### src/rtl/glu_pkg.sv
`timescale 1ns / 1ps

package glu_pkg;

    // command codes carried on s_tuser
    localparam logic CMD_GCD = 1'b0;
    localparam logic CMD_LCM = 1'b1;

    // top level to core
    typedef struct packed {
        logic start;
        logic cmd;
        logic res_ready;
    } glu_ctl_t;

    // core to top level
    typedef struct packed {
        logic idle;
        logic res_valid;
        logic ovf;
    } glu_stat_t;

endpackage

### src/rtl/gcd_lcm_unit.sv
`timescale 1ns / 1ps

// Integer gcd / lcm of the magnitudes of two signed DATA_WIDTH-bit operands, one result
// beat per input beat. The adds and subtracts run through one shared adder under a small
// sequencer, so the block takes one item at a time: sign handling of each operand in turn,
// a binary gcd reduction by shifts, swaps and subtracts, one shift back per common factor
// of two, and for lcm a restoring division plus a shift-add multiply. The result sits in
// an output register, so the next item is taken while it waits. An lcm with a zero
// operand gives 0; a value above 2^(DATA_WIDTH-1)-1 saturates there and sets overflow.
module gcd_lcm_unit import glu_pkg::*; #(
    parameter int DATA_WIDTH = 32,
    localparam int IN_TW  = ((2 * DATA_WIDTH + 7) / 8) * 8,
    localparam int OUT_TW = ((DATA_WIDTH - 1 + 7) / 8) * 8
) (
    input  logic              aclk,
    input  logic              aresetn,
    input  logic              s_tvalid,
    output logic              s_tready,
    input  logic [IN_TW-1:0]  s_tdata,   // value_a, value_b, zero pad
    input  logic [0:0]        s_tuser,   // command
    output logic              m_tvalid,
    input  logic              m_tready,
    output logic [OUT_TW-1:0] m_tdata,   // result, zero pad
    output logic [0:0]        m_tuser    // overflow
);

    localparam logic [DATA_WIDTH-2:0] MAXV = '1;

    glu_ctl_t              ctl;
    glu_stat_t             stat;
    logic [DATA_WIDTH-2:0] core_res;
    logic                  out_free;

    logic                  m_tvalid_reg, m_tvalid_next;
    logic [DATA_WIDTH-2:0] res_out_reg, res_out_next;
    logic                  ovf_out_reg, ovf_out_next;

    assign s_tready      = stat.idle;
    assign out_free      = !m_tvalid_reg || m_tready;
    assign ctl.start     = s_tvalid && stat.idle;
    assign ctl.cmd       = s_tuser[0];
    assign ctl.res_ready = out_free;

    glu_core #(
        .DATA_WIDTH(DATA_WIDTH)
    ) u_core (
        .aclk   (aclk),
        .aresetn(aresetn),
        .ctl    (ctl),
        .op_a   (s_tdata[DATA_WIDTH-1:0]),
        .op_b   (s_tdata[2*DATA_WIDTH-1:DATA_WIDTH]),
        .stat   (stat),
        .res    (core_res)
    );

    always_comb begin
        m_tvalid_next = m_tvalid_reg;
        res_out_next  = res_out_reg;
        ovf_out_next  = ovf_out_reg;
        if (out_free) begin
            m_tvalid_next = stat.res_valid;
            if (stat.res_valid) begin
                res_out_next = core_res;
                ovf_out_next = stat.ovf;
            end
        end
    end

    always_ff @(posedge aclk) begin
        if (!aresetn) begin
            m_tvalid_reg <= 1'b0;
        end else begin
            m_tvalid_reg <= m_tvalid_next;
        end
        res_out_reg <= res_out_next;
        ovf_out_reg <= ovf_out_next;
    end

    assign m_tvalid = m_tvalid_reg;
    assign m_tdata  = OUT_TW'(res_out_reg);
    assign m_tuser  = ovf_out_reg;

    // an accepted beat keeps the input closed for the next cycle
    assert property (@(posedge aclk) disable iff (!aresetn)
        s_tvalid && s_tready |=> !s_tready)
        else $error("input accepted on back-to-back cycles");

    // a saturated result carries the maximum value
    assert property (@(posedge aclk) disable iff (!aresetn)
        m_tvalid && m_tuser[0] |-> m_tdata[DATA_WIDTH-2:0] == MAXV)
        else $error("overflow flagged without saturated result");

    // a finished result in the core means the input stays closed
    assert property (@(posedge aclk) disable iff (!aresetn)
        stat.res_valid |-> !s_tready)
        else $error("input open while core holds a result");

endmodule

### src/rtl/glu_core.sv
`timescale 1ns / 1ps

module glu_core import glu_pkg::*; #(
    parameter int DATA_WIDTH = 32
) (
    input  logic                  aclk,
    input  logic                  aresetn,
    input  glu_ctl_t              ctl,
    input  logic [DATA_WIDTH-1:0] op_a,
    input  logic [DATA_WIDTH-1:0] op_b,
    output glu_stat_t             stat,
    output logic [DATA_WIDTH-2:0] res
);

    localparam int DW = DATA_WIDTH;
    localparam int AW = DW + 2;
    localparam int KW = $clog2(DW);
    localparam int CW = $clog2(DW + 1);
    localparam logic [DW-2:0] MAXV = '1;

    typedef enum logic [3:0] {
        S_IDLE,
        S_NEG_A,
        S_NEG_B,
        S_REDUCE,
        S_SHIFT,
        S_DIV,
        S_MUL,
        S_LCM_OUT,
        S_DONE
    } state_t;

    state_t          state_reg, state_next;
    logic            cmd_reg, cmd_next;
    logic [DW-1:0]   x_reg, x_next;
    logic [DW-1:0]   y_reg, y_next;
    logic [DW-1:0]   ma_reg, ma_next;
    logic [DW-1:0]   mb_reg, mb_next;
    logic [DW-1:0]   g_reg, g_next;
    logic [DW-1:0]   q_reg, q_next;
    logic [DW-1:0]   rem_reg, rem_next;
    logic [DW:0]     acc_reg, acc_next;
    logic [KW-1:0]   k_reg, k_next;
    logic [CW-1:0]   cnt_reg, cnt_next;
    logic            ovf_reg, ovf_next;
    logic [DW-2:0]   res_reg, res_next;

    // shared adder / subtractor
    logic [AW-1:0]   add_x, add_y, sum;
    logic            add_sub;
    logic [DW:0]     div_win;

    assign div_win = {rem_reg, q_reg[DW-1]};

    always_comb begin
        add_x   = '0;
        add_y   = '0;
        add_sub = 1'b0;
        case (state_reg)
            S_NEG_A: begin
                add_y   = {2'b00, x_reg};
                add_sub = 1'b1;
            end
            S_NEG_B: begin
                add_y   = {2'b00, y_reg};
                add_sub = 1'b1;
            end
            S_REDUCE: begin
                add_x   = {2'b00, x_reg};
                add_y   = {2'b00, y_reg};
                add_sub = 1'b1;
            end
            S_DIV: begin
                add_x   = {1'b0, div_win};
                add_y   = {2'b00, g_reg};
                add_sub = 1'b1;
            end
            S_MUL: begin
                add_x = {acc_reg, 1'b0};
                add_y = q_reg[DW-1] ? {2'b00, mb_reg} : '0;
            end
            default: begin
                add_sub = 1'b0;
            end
        endcase
        sum = add_x + (add_sub ? ~add_y : add_y) + AW'(add_sub);
    end

    always_comb begin
        state_next = state_reg;
        cmd_next   = cmd_reg;
        x_next     = x_reg;
        y_next     = y_reg;
        ma_next    = ma_reg;
        mb_next    = mb_reg;
        g_next     = g_reg;
        q_next     = q_reg;
        rem_next   = rem_reg;
        acc_next   = acc_reg;
        k_next     = k_reg;
        cnt_next   = cnt_reg;
        ovf_next   = ovf_reg;
        res_next   = res_reg;
        case (state_reg)
            S_IDLE: begin
                if (ctl.start) begin
                    cmd_next   = ctl.cmd;
                    x_next     = op_a;
                    y_next     = op_b;
                    state_next = S_NEG_A;
                end
            end
            S_NEG_A: begin
                if (x_reg[DW-1]) begin
                    x_next = sum[DW-1:0];
                end
                state_next = S_NEG_B;
            end
            S_NEG_B: begin
                if (y_reg[DW-1]) begin
                    y_next = sum[DW-1:0];
                end
                ma_next    = x_reg;
                mb_next    = y_next;
                k_next     = '0;
                state_next = S_REDUCE;
            end
            S_REDUCE: begin
                if (x_reg == '0) begin
                    g_next     = y_reg;
                    state_next = S_SHIFT;
                end else if (y_reg == '0) begin
                    g_next     = x_reg;
                    state_next = S_SHIFT;
                end else if (!x_reg[0] && !y_reg[0]) begin
                    // strip a common factor of two
                    x_next = x_reg >> 1;
                    y_next = y_reg >> 1;
                    k_next = k_reg + 1'b1;
                end else if (!x_reg[0]) begin
                    x_next = x_reg >> 1;
                end else if (!y_reg[0]) begin
                    y_next = y_reg >> 1;
                end else if (sum[AW-1]) begin
                    // keep the larger odd value in x
                    x_next = y_reg;
                    y_next = x_reg;
                end else begin
                    x_next = sum[DW-1:0];
                end
            end
            S_SHIFT: begin
                if (k_reg != '0) begin
                    g_next = g_reg << 1;
                    k_next = k_reg - 1'b1;
                end else if (cmd_reg == CMD_GCD) begin
                    res_next   = g_reg[DW-1] ? MAXV : g_reg[DW-2:0];
                    ovf_next   = g_reg[DW-1];
                    state_next = S_DONE;
                end else if (ma_reg == '0 || mb_reg == '0) begin
                    res_next   = '0;
                    ovf_next   = 1'b0;
                    state_next = S_DONE;
                end else begin
                    q_next     = ma_reg;
                    rem_next   = '0;
                    cnt_next   = CW'(DW);
                    state_next = S_DIV;
                end
            end
            S_DIV: begin
                if (!sum[AW-1]) begin
                    rem_next = sum[DW-1:0];
                    q_next   = {q_reg[DW-2:0], 1'b1};
                end else begin
                    rem_next = div_win[DW-1:0];
                    q_next   = {q_reg[DW-2:0], 1'b0};
                end
                cnt_next = cnt_reg - 1'b1;
                if (cnt_reg == CW'(1)) begin
                    cnt_next   = CW'(DW);
                    acc_next   = '0;
                    ovf_next   = 1'b0;
                    state_next = S_MUL;
                end
            end
            S_MUL: begin
                // quotient MSB first; hold the accumulator once it passes the max
                if (!ovf_reg) begin
                    acc_next = sum[DW:0];
                    if (sum[DW] || sum[DW-1]) begin
                        ovf_next = 1'b1;
                    end
                end
                q_next   = q_reg << 1;
                cnt_next = cnt_reg - 1'b1;
                if (cnt_reg == CW'(1)) begin
                    state_next = S_LCM_OUT;
                end
            end
            S_LCM_OUT: begin
                res_next   = ovf_reg ? MAXV : acc_reg[DW-2:0];
                state_next = S_DONE;
            end
            S_DONE: begin
                if (ctl.res_ready) begin
                    state_next = S_IDLE;
                end
            end
            default: begin
                state_next = S_IDLE;
            end
        endcase
    end

    always_ff @(posedge aclk) begin
        if (!aresetn) begin
            state_reg <= S_IDLE;
        end else begin
            state_reg <= state_next;
        end
        cmd_reg <= cmd_next;
        x_reg   <= x_next;
        y_reg   <= y_next;
        ma_reg  <= ma_next;
        mb_reg  <= mb_next;
        g_reg   <= g_next;
        q_reg   <= q_next;
        rem_reg <= rem_next;
        acc_reg <= acc_next;
        k_reg   <= k_next;
        cnt_reg <= cnt_next;
        ovf_reg <= ovf_next;
        res_reg <= res_next;
    end

    assign stat.idle      = (state_reg == S_IDLE);
    assign stat.res_valid = (state_reg == S_DONE);
    assign stat.ovf       = ovf_reg;
    assign res            = res_reg;

endmodule
### config.mk
export PLATFORM = sky130hd
export DESIGN_NAME = gcd_lcm_unit
export DESIGN_NICKNAME = d
export VERILOG_FILES = /design/src/rtl/glu_pkg.sv /design/src/rtl/gcd_lcm_unit.sv /design/src/rtl/glu_core.sv
export SDC_FILE = /design/constraint.sdc
export NUM_CORES = 1
export LEC_CHECK = 0
export BUFFER_PORTS_ARGS = -buffer_cell sky130_fd_sc_hd__buf_2
export CAP_MARGIN = 20
export CORE_UTILIZATION = 30
export DETAILED_ROUTE_END_ITERATION = 12
export HOLD_SLACK_MARGIN = 0.03
export SETUP_SLACK_MARGIN = 0.2
export SLEW_MARGIN = 40
export SYNTH_ARGS = -nofsm -noshare
export SYNTH_HDL_FRONTEND = slang
export SYNTH_HIERARCHICAL = 1
export SYNTH_SLANG_ARGS = --single-unit
### constraint.sdc
create_clock -name aclk -period 10.2 [get_ports aclk]
set_input_delay 1.53 -clock aclk [delete_from_list [all_inputs] [get_ports aclk]]
set_output_delay 1.53 -clock aclk [all_outputs]
set_load 0.02 [all_outputs]
### Yosys cells after proc, flatten, opt, wreduce, memory -nomap -nowiden

Cells that the tools add are included.

| operators by class | value |
|---|---|
| eq/ne operators | 27 |
| bitwise gates (word level) | 1 |
| multiplexer cells | 73 |
| $add $sub $neg | 5 |
| reduce and logical (&&, ||, !) cells | 39 |

Operators with widths:

| operator | number |
|---|---|
| 32-bit 2-to-1 mux | 27 |
| 32-bit case mux with 3 select lines | 3 |
| 31-bit 2-to-1 mux | 5 |
| 34-bit case mux with 4 select lines | 1 |
| 32-bit logical NOT | 4 |
| 32-bit case mux with 2 select lines | 2 |
| 34-bit case mux with 3 select lines | 1 |
| 33-bit 2-to-1 mux | 2 |
| 33-bit case mux with 2 select lines | 1 |
| 31-bit case mux with 2 select lines | 1 |
| 4-bit 2-to-1 mux | 9 |
| 4-bit case mux with 9 select lines | 1 |
| 34-bit by 1-bit adder with 34-bit output | 1 |
| 34-bit adder | 1 |
| 34-bit 2-to-1 mux | 1 |
| 34-bit NOT | 1 |
| 6-bit 2-to-1 mux | 4 |
| 5-bit 2-to-1 mux | 4 |
| 5-bit AND reduction | 4 |
| 6-bit case mux with 3 select lines | 1 |
| 6-bit AND reduction | 3 |
| 4-bit by 3-bit == test with 1-bit output, second input constant | 4 |
| 2-bit by 1-bit inequality test with 1-bit output, second input constant | 8 |
| 5-bit case mux with 3 select lines | 1 |
| 25 further kinds | 55 |

| storage, ports and cells | value |
|---|---|
| bits in registers | 338 |
| output and inout port bits | 35 |

### Logic depth before layout (Yosys ltp)

Gate-level depths: netlist of the first run.

| depth | value |
|---|---|
| depth in word-level cells | 14 |
| depth in mapped cells | 21 |
| mapped depth without buffers | 15 |

### Cells and area by module

Netlist of the first run, hierarchy kept.

Modules (own cells, without submodules):

| module | instances | cells an instance | sequential area each (um^2) | area each (um^2) |
|---|---|---|---|---|
| glu_core | 1 | 1682 | 9118.7 | 17684.5 |
| gcd_lcm_unit | 1 | 40 | 980.9 | 1036.0 |

### Worst setup path after synthesis of the first run

Ideal clock, no wire load.

| timing path | value |
|---|---|
| path type | register to register |
| from | reg u_core.state_reg[3] |
| to | reg u_core.y_reg[10] (enable) |
| clock period less this slack | 6628 ps |
| arrival time | 6152 ps |
| cell stages (with the launch flop) | 19 |
| setup slack | 3572 ps |
| path buffers | 5 |
| required time | 9724 ps |
| cells stage by stage | dfxtp_1 -> buf_2 -> or2_2 -> clkbuf_1 -> nor2_1 -> clkbuf_1 -> a22oi_1 -> a32o_1 -> ha_1 -> clkbuf_1 -> a21o_1 -> a21o_1 -> a21oi_1 -> o21ai_0 -> a221o_1 -> nand2b_1 -> o211a_1 -> buf_4 -> a311oi_1 |

| on the way | value |
|---|---|
| word-level cells in the longest chain between the ends | 9 |

RTL lines:

| element | RTL line | source |
|---|---|---|
| start: declaration | glu_core.sv:33 | `state_t state_reg, state_next;` |
| start signal: assignment | glu_core.sv:220 | `state_reg <= state_next;` |
| 4-bit by 2-bit == test with 1-bit output | glu_core.sv:59, glu_core.sv:104 |  |
| 2-bit OR reduction (no source line) | n/a |  |
| 34-bit case mux with 4 select lines | glu_core.sv:59 | `case (state_reg)` |
| 34-bit NOT | glu_core.sv:86 | `sum = add_x + (add_sub ? ~add_y : add_y) + AW'(add_sub);` |
| 34-bit 2-to-1 mux | glu_core.sv:86 |  |
| 34-bit adder | glu_core.sv:86 |  |
| 34-bit by 1-bit adder with 34-bit output | glu_core.sv:86 |  |
| 4-bit inequality test (no source line) | n/a |  |
| 6-bit AND reduction (no source line) * | n/a |  |
| end signal: assignment | glu_core.sv:224 | `y_reg <= y_next;` |
| end: declaration | glu_core.sv:36 | `logic [DW-1:0] y_reg, y_next;` |

Every way passes the cells marked *; elsewhere a longest branch is shown, timed or not.
A chain may end at the register's enable or synchronous reset.

### Worst setup path after layout of the first run

| timing path | value |
|---|---|
| from | reg u_core.state_reg[0] |
| to | reg u_core.y_reg[28] (data pin) |

| on the way | value |
|---|---|
| word-level cells in the longest chain between the ends | 9 |

RTL lines:

| element | RTL line | source |
|---|---|---|
| 4-bit by 2-bit == test with 1-bit output | glu_core.sv:59, glu_core.sv:104 |  |
| 2-bit OR reduction (no source line) | n/a |  |
| 34-bit case mux with 4 select lines | glu_core.sv:59 |  |
| 34-bit NOT | glu_core.sv:86 |  |
| 34-bit 2-to-1 mux | glu_core.sv:86 |  |
| 34-bit adder | glu_core.sv:86 |  |
| 34-bit by 1-bit adder with 34-bit output | glu_core.sv:86 |  |
| 32-bit 2-to-1 mux | glu_core.sv:120 | `if (y_reg[DW-1]) begin` |
| 32-bit case mux with 3 select lines * | glu_core.sv:104 | `case (state_reg)` |
| named net u_core.y_next[28] | glu_core.sv:36 |  |

The timed path passes the listed nets; every way through them passes the cells marked *.

==> flow_summary_export.csv, run 1 <==
group,metric,value,unit
final_layout,drive_gt1_frac,0.163,
sta,hold_viol_final,0,
floorplan,start_util,0.303,
sta,min_period,6.09,ns
outcome,status,"complete, no violations",
run,maxCapViolCount,0,
routing,drtAntennaViolNets,0,
routing,viasPerCell,5.88,
floorplan,die_w,252,microns
routing,drc,0,
worst_setup_path,path_class,"reg -> reg",
cts,cts_tree,"yes",
final_layout,area_growth,14.5,%
cts,cts_resized,0,
power_and_ir_drop,p_leak,0.00732,uW
cts,cts_max_level,2,
floorplan,placementRows,91,
sta,fmax,164,MHz
logic_synthesis,syn_area,18700,sq um
cts,cts_inserted_buffers,39,
worst_setup_path,reg2reg_depth,17,
sta,setup_violations,0,
grt,grt_util_all_layers,0.208,
worst_setup_path,arrival,6.40,ns
worst_setup_path,cp.required,10.51,ns
floorplan,fp.dieArea,63400,sq um
routing,num_vias,15538,
placed_design,io_buffers,102,
logic_synthesis,async_reset_ff_frac,0,
cts,insertion_delay,0.56,ns
sta,fin_hold_ws,0.414,ns
grt,grt_pass1_wl,98800,microns
sta,worst_slew_pin_slew,0.777,ns
worst_setup_path,end_kind,"register",
logic_synthesis,synth_edf_count,333,
worst_setup_path,cp-startpoint,"u_core/state_reg[0]",
logic_synthesis,ys_ff_latch,338,
floorplan,ios,104,
worst_setup_path,reg2reg_to,"u_core/y_reg[28]",
worst_setup_path,reg2reg_setup_slack,4.11,ns
power_and_ir_drop,ir_drop,0.136,mV
logic_synthesis,yosysWarnings,6,
sta,clock_skew,0.0209,ns
worst_setup_path,startpoint_type,"register",
sta,maxSlewHeadroom,0.482,
grt,antenna_found_initial,0,
final_layout,n_antenna_cell,0,
cts,cts_sinks,338,
final_layout,layout_common_cells,"333 x edfxtp_1, 179 x nand2_1, 144 x a21oi_1",
grt,grt_pass1_vias,14987,
cts,ctsHoldBuffers,0,
sta,drv_slew,0,
cts,cts_setup_buffers,0,
final_layout,largest_reg_flops,33,
sta,finalCritPeriodShare,0.597,
routing,wirelength,67100,microns
final_layout,n_fill_cell,6220,
sta,setup-tns-final,0,ns
placed_design,place.gp.congestion,0.951,
floorplan,die_h,252,microns
logic_synthesis,yosysSeqAreaShare,0.540,
worst_setup_path,r2r-start,"u_core/state_reg[0]",
cts,path_clk_slew,0.06,ns
worst_setup_path,crit_path_end,"u_core/y_reg[28]",
floorplan,core,61700,sq um
cts,cts_buffer_depth,3,
placed_design,hpwl,45800,microns
hold_path,hp-class,"reg -> reg",
routing,drt_iter0_drc,2209,
power_and_ir_drop,p_per_area,316,nW/um^2
power_and_ir_drop,fin_total_pwr,6780,uW
sta,rsz0062_at_grt,"false",
cts,cts-root-buf,"clkbuf_16",
logic_synthesis,synthCells,1722,
worst_setup_path,cp_max_fo,44,
routing,wl_per_cell,25.4,microns
final_layout,final_common_cell,"edfxtp_1",
final_layout,nets,1887,
logic_synthesis,synth_flop_cell,"edfxtp_1",
logic_synthesis,mappedNetlistNets,1830,
grt,grt_max_degree,64,
logic_synthesis,ys_types,73,
routing,first_pass_iters,7,
grt,overflow,0,
logic_synthesis,avgSynthCellArea,10.9,sq um
## cell families (layout without fill, tap and decap cells)
family,count (synthesis),after routing,synth area share
other,1,1,0.000200
and+or+nand+nor,545,545,0.139
xor gates and xnor gates,38,38,0.0182
adders and majority gates,39,39,0.0269
buffers and inverters,180,265,0.0394
muxes,88,88,0.0510
DFF,338,338,0.540
AOI/OAI and AO/OA,493,493,0.186
## worst min path at each step
stage	end	startpoint	cells past startpoint
floorplan	res_out_reg[0]	u_core/res[0]	0
global placement	res_out_reg[20]	u_core/res[20]	0
detailed placement	res_out_reg[0]	u_core/res[0]	0
CTS	res_out_reg[16]	u_core/res[16]	0
global route	res_out_reg[0]	u_core/res[0]	0
finish	res_out_reg[16]	u_core/res[16]	0
## final cells by class
| cell class | count | area (sq um) | area share |
|---|---|---|---|
| sequential | 338 | 10100 | 0.471 |
| clock inverter | 19 | 146 | 0.00683 |
| inverter | 52 | 195 | 0.00911 |
| clock buffer | 50 | 1060 | 0.0494 |
| multi-input combinational | 1204 | 8020 | 0.374 |
| timing repair buffer | 144 | 863 | 0.0403 |
| tap | 837 | 1050 | 0.0489 |
## power by group
part / switching (uW) / internal (uW)
combinational: 1880 / 966
clock: 568 / 784
sequential: 528 / 2060
## cell usage after synthesis, types with 7 or more instances
cell / count / area (sq um)
clkbuf_1: 106 / 398
a21o_1: 13 / 97.6
xor2_1: 17 / 149
and3_1: 11 / 68.8
a221o_1: 29 / 290
inv_1: 52 / 195
buf_2: 7 / 35.0
mux2_2: 59 / 664
o211ai_1: 8 / 60.1
o21ai_0: 78 / 390
a21oi_1: 149 / 746
nand2_1: 180 / 676
nor4_1: 37 / 231
xnor2_1: 20 / 175
o21bai_1: 39 / 293
and2_1: 35 / 219
mux2i_1: 29 / 290
nand4_1: 15 / 93.8
nor2_1: 101 / 379
o21ai_1: 7 / 35.0
nor3_1: 44 / 220
buf_4: 8 / 60.1
nand3_1: 83 / 415
edfxtp_1: 333 / 10000
a222oi_1: 58 / 581
a22oi_1: 35 / 263
nand2b_1: 12 / 75.1
ha_1: 37 / 463
a32o_1: 31 / 310
## metal layers
metal / GRT usage / wire length, microns / vias up
met5: 0 / 0 / -
met4: 0.0672 / 2020 / 0
met3: 0.0492 / 7410 / 142
met2: 0.334 / 30700 / 979
met1: 0.276 / 27000 / 7647
li1: - / - / 6770
## stage by stage
stage,setup WS (ns),utilization,area (sq um),cells
after floorplan,3.57,-,18700,1722
after global placement,3.74,0.326,20100,2569
after detailed placement,4.12,0.328,20200,2574
after CTS,4.10,0.347,21400,2643
after global routing,3.88,0.347,21400,2644
final,4.11,0.347,21400,2644
## worst max-delay path, stage by stage, from the launching register on
cell and delay [ns]:
dfxtp_1 0.31, buf_4 0.32, and4bb_2 0.71, buf_4 0.54
a32o_2 0.26, or2_2 0.16, mux2_2 0.37, fa_1 0.48
a211oi_1 0.43, nor3b_1 0.10, o21ai_0 0.28, a21oi_1 0.25
a31oi_1 0.42, o21bai_1 0.11, a21oi_1 0.21, xnor2_1 0.18
mux2_2 0.33, a221o_1 0.31
(Power assumes the default switching activity.)
==> run 2, diff against run 1 <==
==> constraint.sdc (replaced) <==
create_clock -name aclk -period 4.9 [get_ports aclk]
set_input_delay 0.735 -clock aclk [delete_from_list [all_inputs] [get_ports aclk]]
set_output_delay 0.735 -clock aclk [all_outputs]
set_load 0.02 [all_outputs]
==> flow_summary_export.csv, run 2 (synthesis gave the netlist of run 1 again) <==
group,metric,value,unit
cts,cts_max_level,2,
final_layout,drive_gt1_frac,0.223,
sta,fmax,220,MHz
grt,grt_pass1_vias,15628,
routing,wl_per_cell,26.0,microns
sta,clock_skew,0.0246,ns
routing,num_vias,15981,
worst_setup_path,cp_max_fo,15,
sta,setup-tns-final,0,ns
final_layout,n_antenna_cell,0,
floorplan,placementRows,91,
floorplan,core,61700,sq um
sta,maxSlewHeadroom,0.411,
floorplan,ios,104,
sta,hold_viol_final,0,
floorplan,die_w,252,microns
hold_path,hp-class,"in -> reg",
sta,worst_slew_pin_slew,0.882,ns
routing,drtAntennaViolNets,0,
worst_setup_path,path_common_cell,"buf_4",
cts,cts_buffer_depth,3,
cts,insertion_delay,0.57,ns
final_layout,largest_reg_flops,33,
cts,cts_sinks,338,
worst_setup_path,arrival,4.86,ns
worst_setup_path,cpPeakStageDelay,0.35,ns
cts,path_clk_slew,0.06,ns
power_and_ir_drop,ir_drop,0.386,mV
grt,antenna_found_initial,0,
outcome,status,"complete, no violations",
cts,cts-root-buf,"clkbuf_16",
final_layout,nets,1983,
grt,overflow,0,
worst_setup_path,cp_slowest_cell,"dfxtp_2",
worst_setup_path,cp_num_cells,20,
power_and_ir_drop,p_per_area,674,nW/um^2
placed_design,place.gp.congestion,0.949,
worst_setup_path,reg2reg_depth,20,
placed_design,hpwl,49500,microns
routing,wirelength,71100,microns
floorplan,fp.dieArea,63400,sq um
worst_setup_path,startpoint_type,"register",
routing,drt_iter0_drc,2252,
cts,cts_inserted_buffers,39,
worst_setup_path,cp-startpoint,"u_core/state_reg[3]",
routing,first_pass_iters,8,
sta,min_period,4.55,ns
hold_path,hold_start,"s_tuser",
final_layout,fin_cells,2737,
worst_setup_path,r2r-start,"u_core/state_reg[3]",
run,maxCapViolCount,0,
grt,grt_pass1_wl,105000,microns
grt,grt_util_all_layers,0.221,
routing,viasPerCell,5.84,
final_layout,final_common_cell,"edfxtp_1",
routing,drc,0,
sta,drv_slew,0,
worst_setup_path,path_class,"reg -> reg",
placed_design,dpl.cell_count,2657,
sta,rsz0062_at_grt,"true",
sta,setup_violations,0,
final_layout,layout_common_cells,"333 x edfxtp_1, 179 x nand2_1, 138 x a21oi_1",
final_layout,area_growth,20.5,%
power_and_ir_drop,p_leak,0.00790,uW
hold_path,worstHoldPathCells,1,
worst_setup_path,cp.required,5.21,ns
worst_setup_path,cp_cell_sequence,"buf_4 -> or2_4 -> nor2_4 -> buf_12 -> clkbuf_16 -> a22oi_1 -> a32o_1 -> ha_4 -> nand4_1 -> nor4_4 -> buf_4 -> nand3_1 -> o211ai_1 -> buf_4 -> o21ai_2 -> o221ai_2 -> a21oi_2 -> xor2_2 -> o21ai_1 -> a221o_1",
cts,cts_tree,"yes",
sta,finalCritPeriodShare,0.929,
grt,grt_max_degree,56,
worst_setup_path,end_kind,"register",
floorplan,die_h,252,microns
worst_setup_path,crit_buf_inv,5,
worst_setup_path,crit_family,"compound AO/OA/AOI/OAI gates",
floorplan,start_util,0.303,
placed_design,io_buffers,102,
[run 2: where the power goes]
group,internal (uW),switching (uW),leakage (uW)
clock,1670,1210,0.000597
sequential,4280,769,0.00300
combinational,2720,4540,0.00430
[run 2: worst paths after layout]
| check | to | slack (ns) |
|---|---|---|
| worst max-delay path | u_core/x_reg[31] | 0.35 |
| worst max register to register | u_core/x_reg[31] | 0.35 |
| worst min-delay path | u_core/cmd_reg | 0.38 |
| worst min register to register | res_out_reg[17] | 0.42 |
[run 2: worst reg2reg max path, cell delays in order, from the launching register on]
cell and delay, ns:
dfxtp_2 0.35, buf_4 0.16, or2_4 0.28, nor2_4 0.17, buf_12 0.14, clkbuf_16 0.19, a22oi_1 0.09, a32o_1 0.30
ha_4 0.29, nand4_1 0.21, nor4_4 0.30, buf_4 0.17, nand3_1 0.08, o211ai_1 0.26, buf_4 0.18, o21ai_2 0.11
o221ai_2 0.24, a21oi_2 0.11, xor2_2 0.25, o21ai_1 0.10, a221o_1 0.33
[run 2: layer usage]
metal  share of wire  vias up  wire [microns]  global-route usage
met5               0        -               0                   0
met4           0.044        0            3140              0.0954
met3           0.090      157            6400              0.0322
met2            0.45      963           32300               0.353
met1            0.41     7883           29300               0.297
li1                -     6978               -                   -
[run 2: final cells by class]
cell class	count	area, sq um
Clock buffer	51	1090
Multi-Input combinational cell	1204	8250
Timing Repair Buffer	240	1730
Clock inverter	15	128
Sequential cell	338	10100
Fill cell	6186	39200
Tap cell	837	1050
Inverter	52	195
[run 2: per-stage QoR]
step                      cell area (sq um)  power, uW  utilization  hold WS [ns]  setup WS (ns)
after floorplan                       18900       8950            -         0.400          0.208
after global placement                21000      11800        0.340         0.405         0.0624
after detailed placement              21000      11900        0.340         0.405         0.0325
after CTS                             22200      14900        0.360         0.355          0.160
after global routing                  22600      15800        0.365         0.367          0.147
final                                 22600      15200        0.365         0.377          0.348
[run 2: repair_timing]
| action | 4_1_cts | 5_1_grt |
|---|---|---|
| hold buffers | 0 | 0 |
| resized for setup | 9 | 38 |
| pin swaps | 2 | 19 |
| setup buffers | 1 | 11 |
| gates cloned | 0 | 2 |
| endpoints found under the setup margin | 46 | 96 |
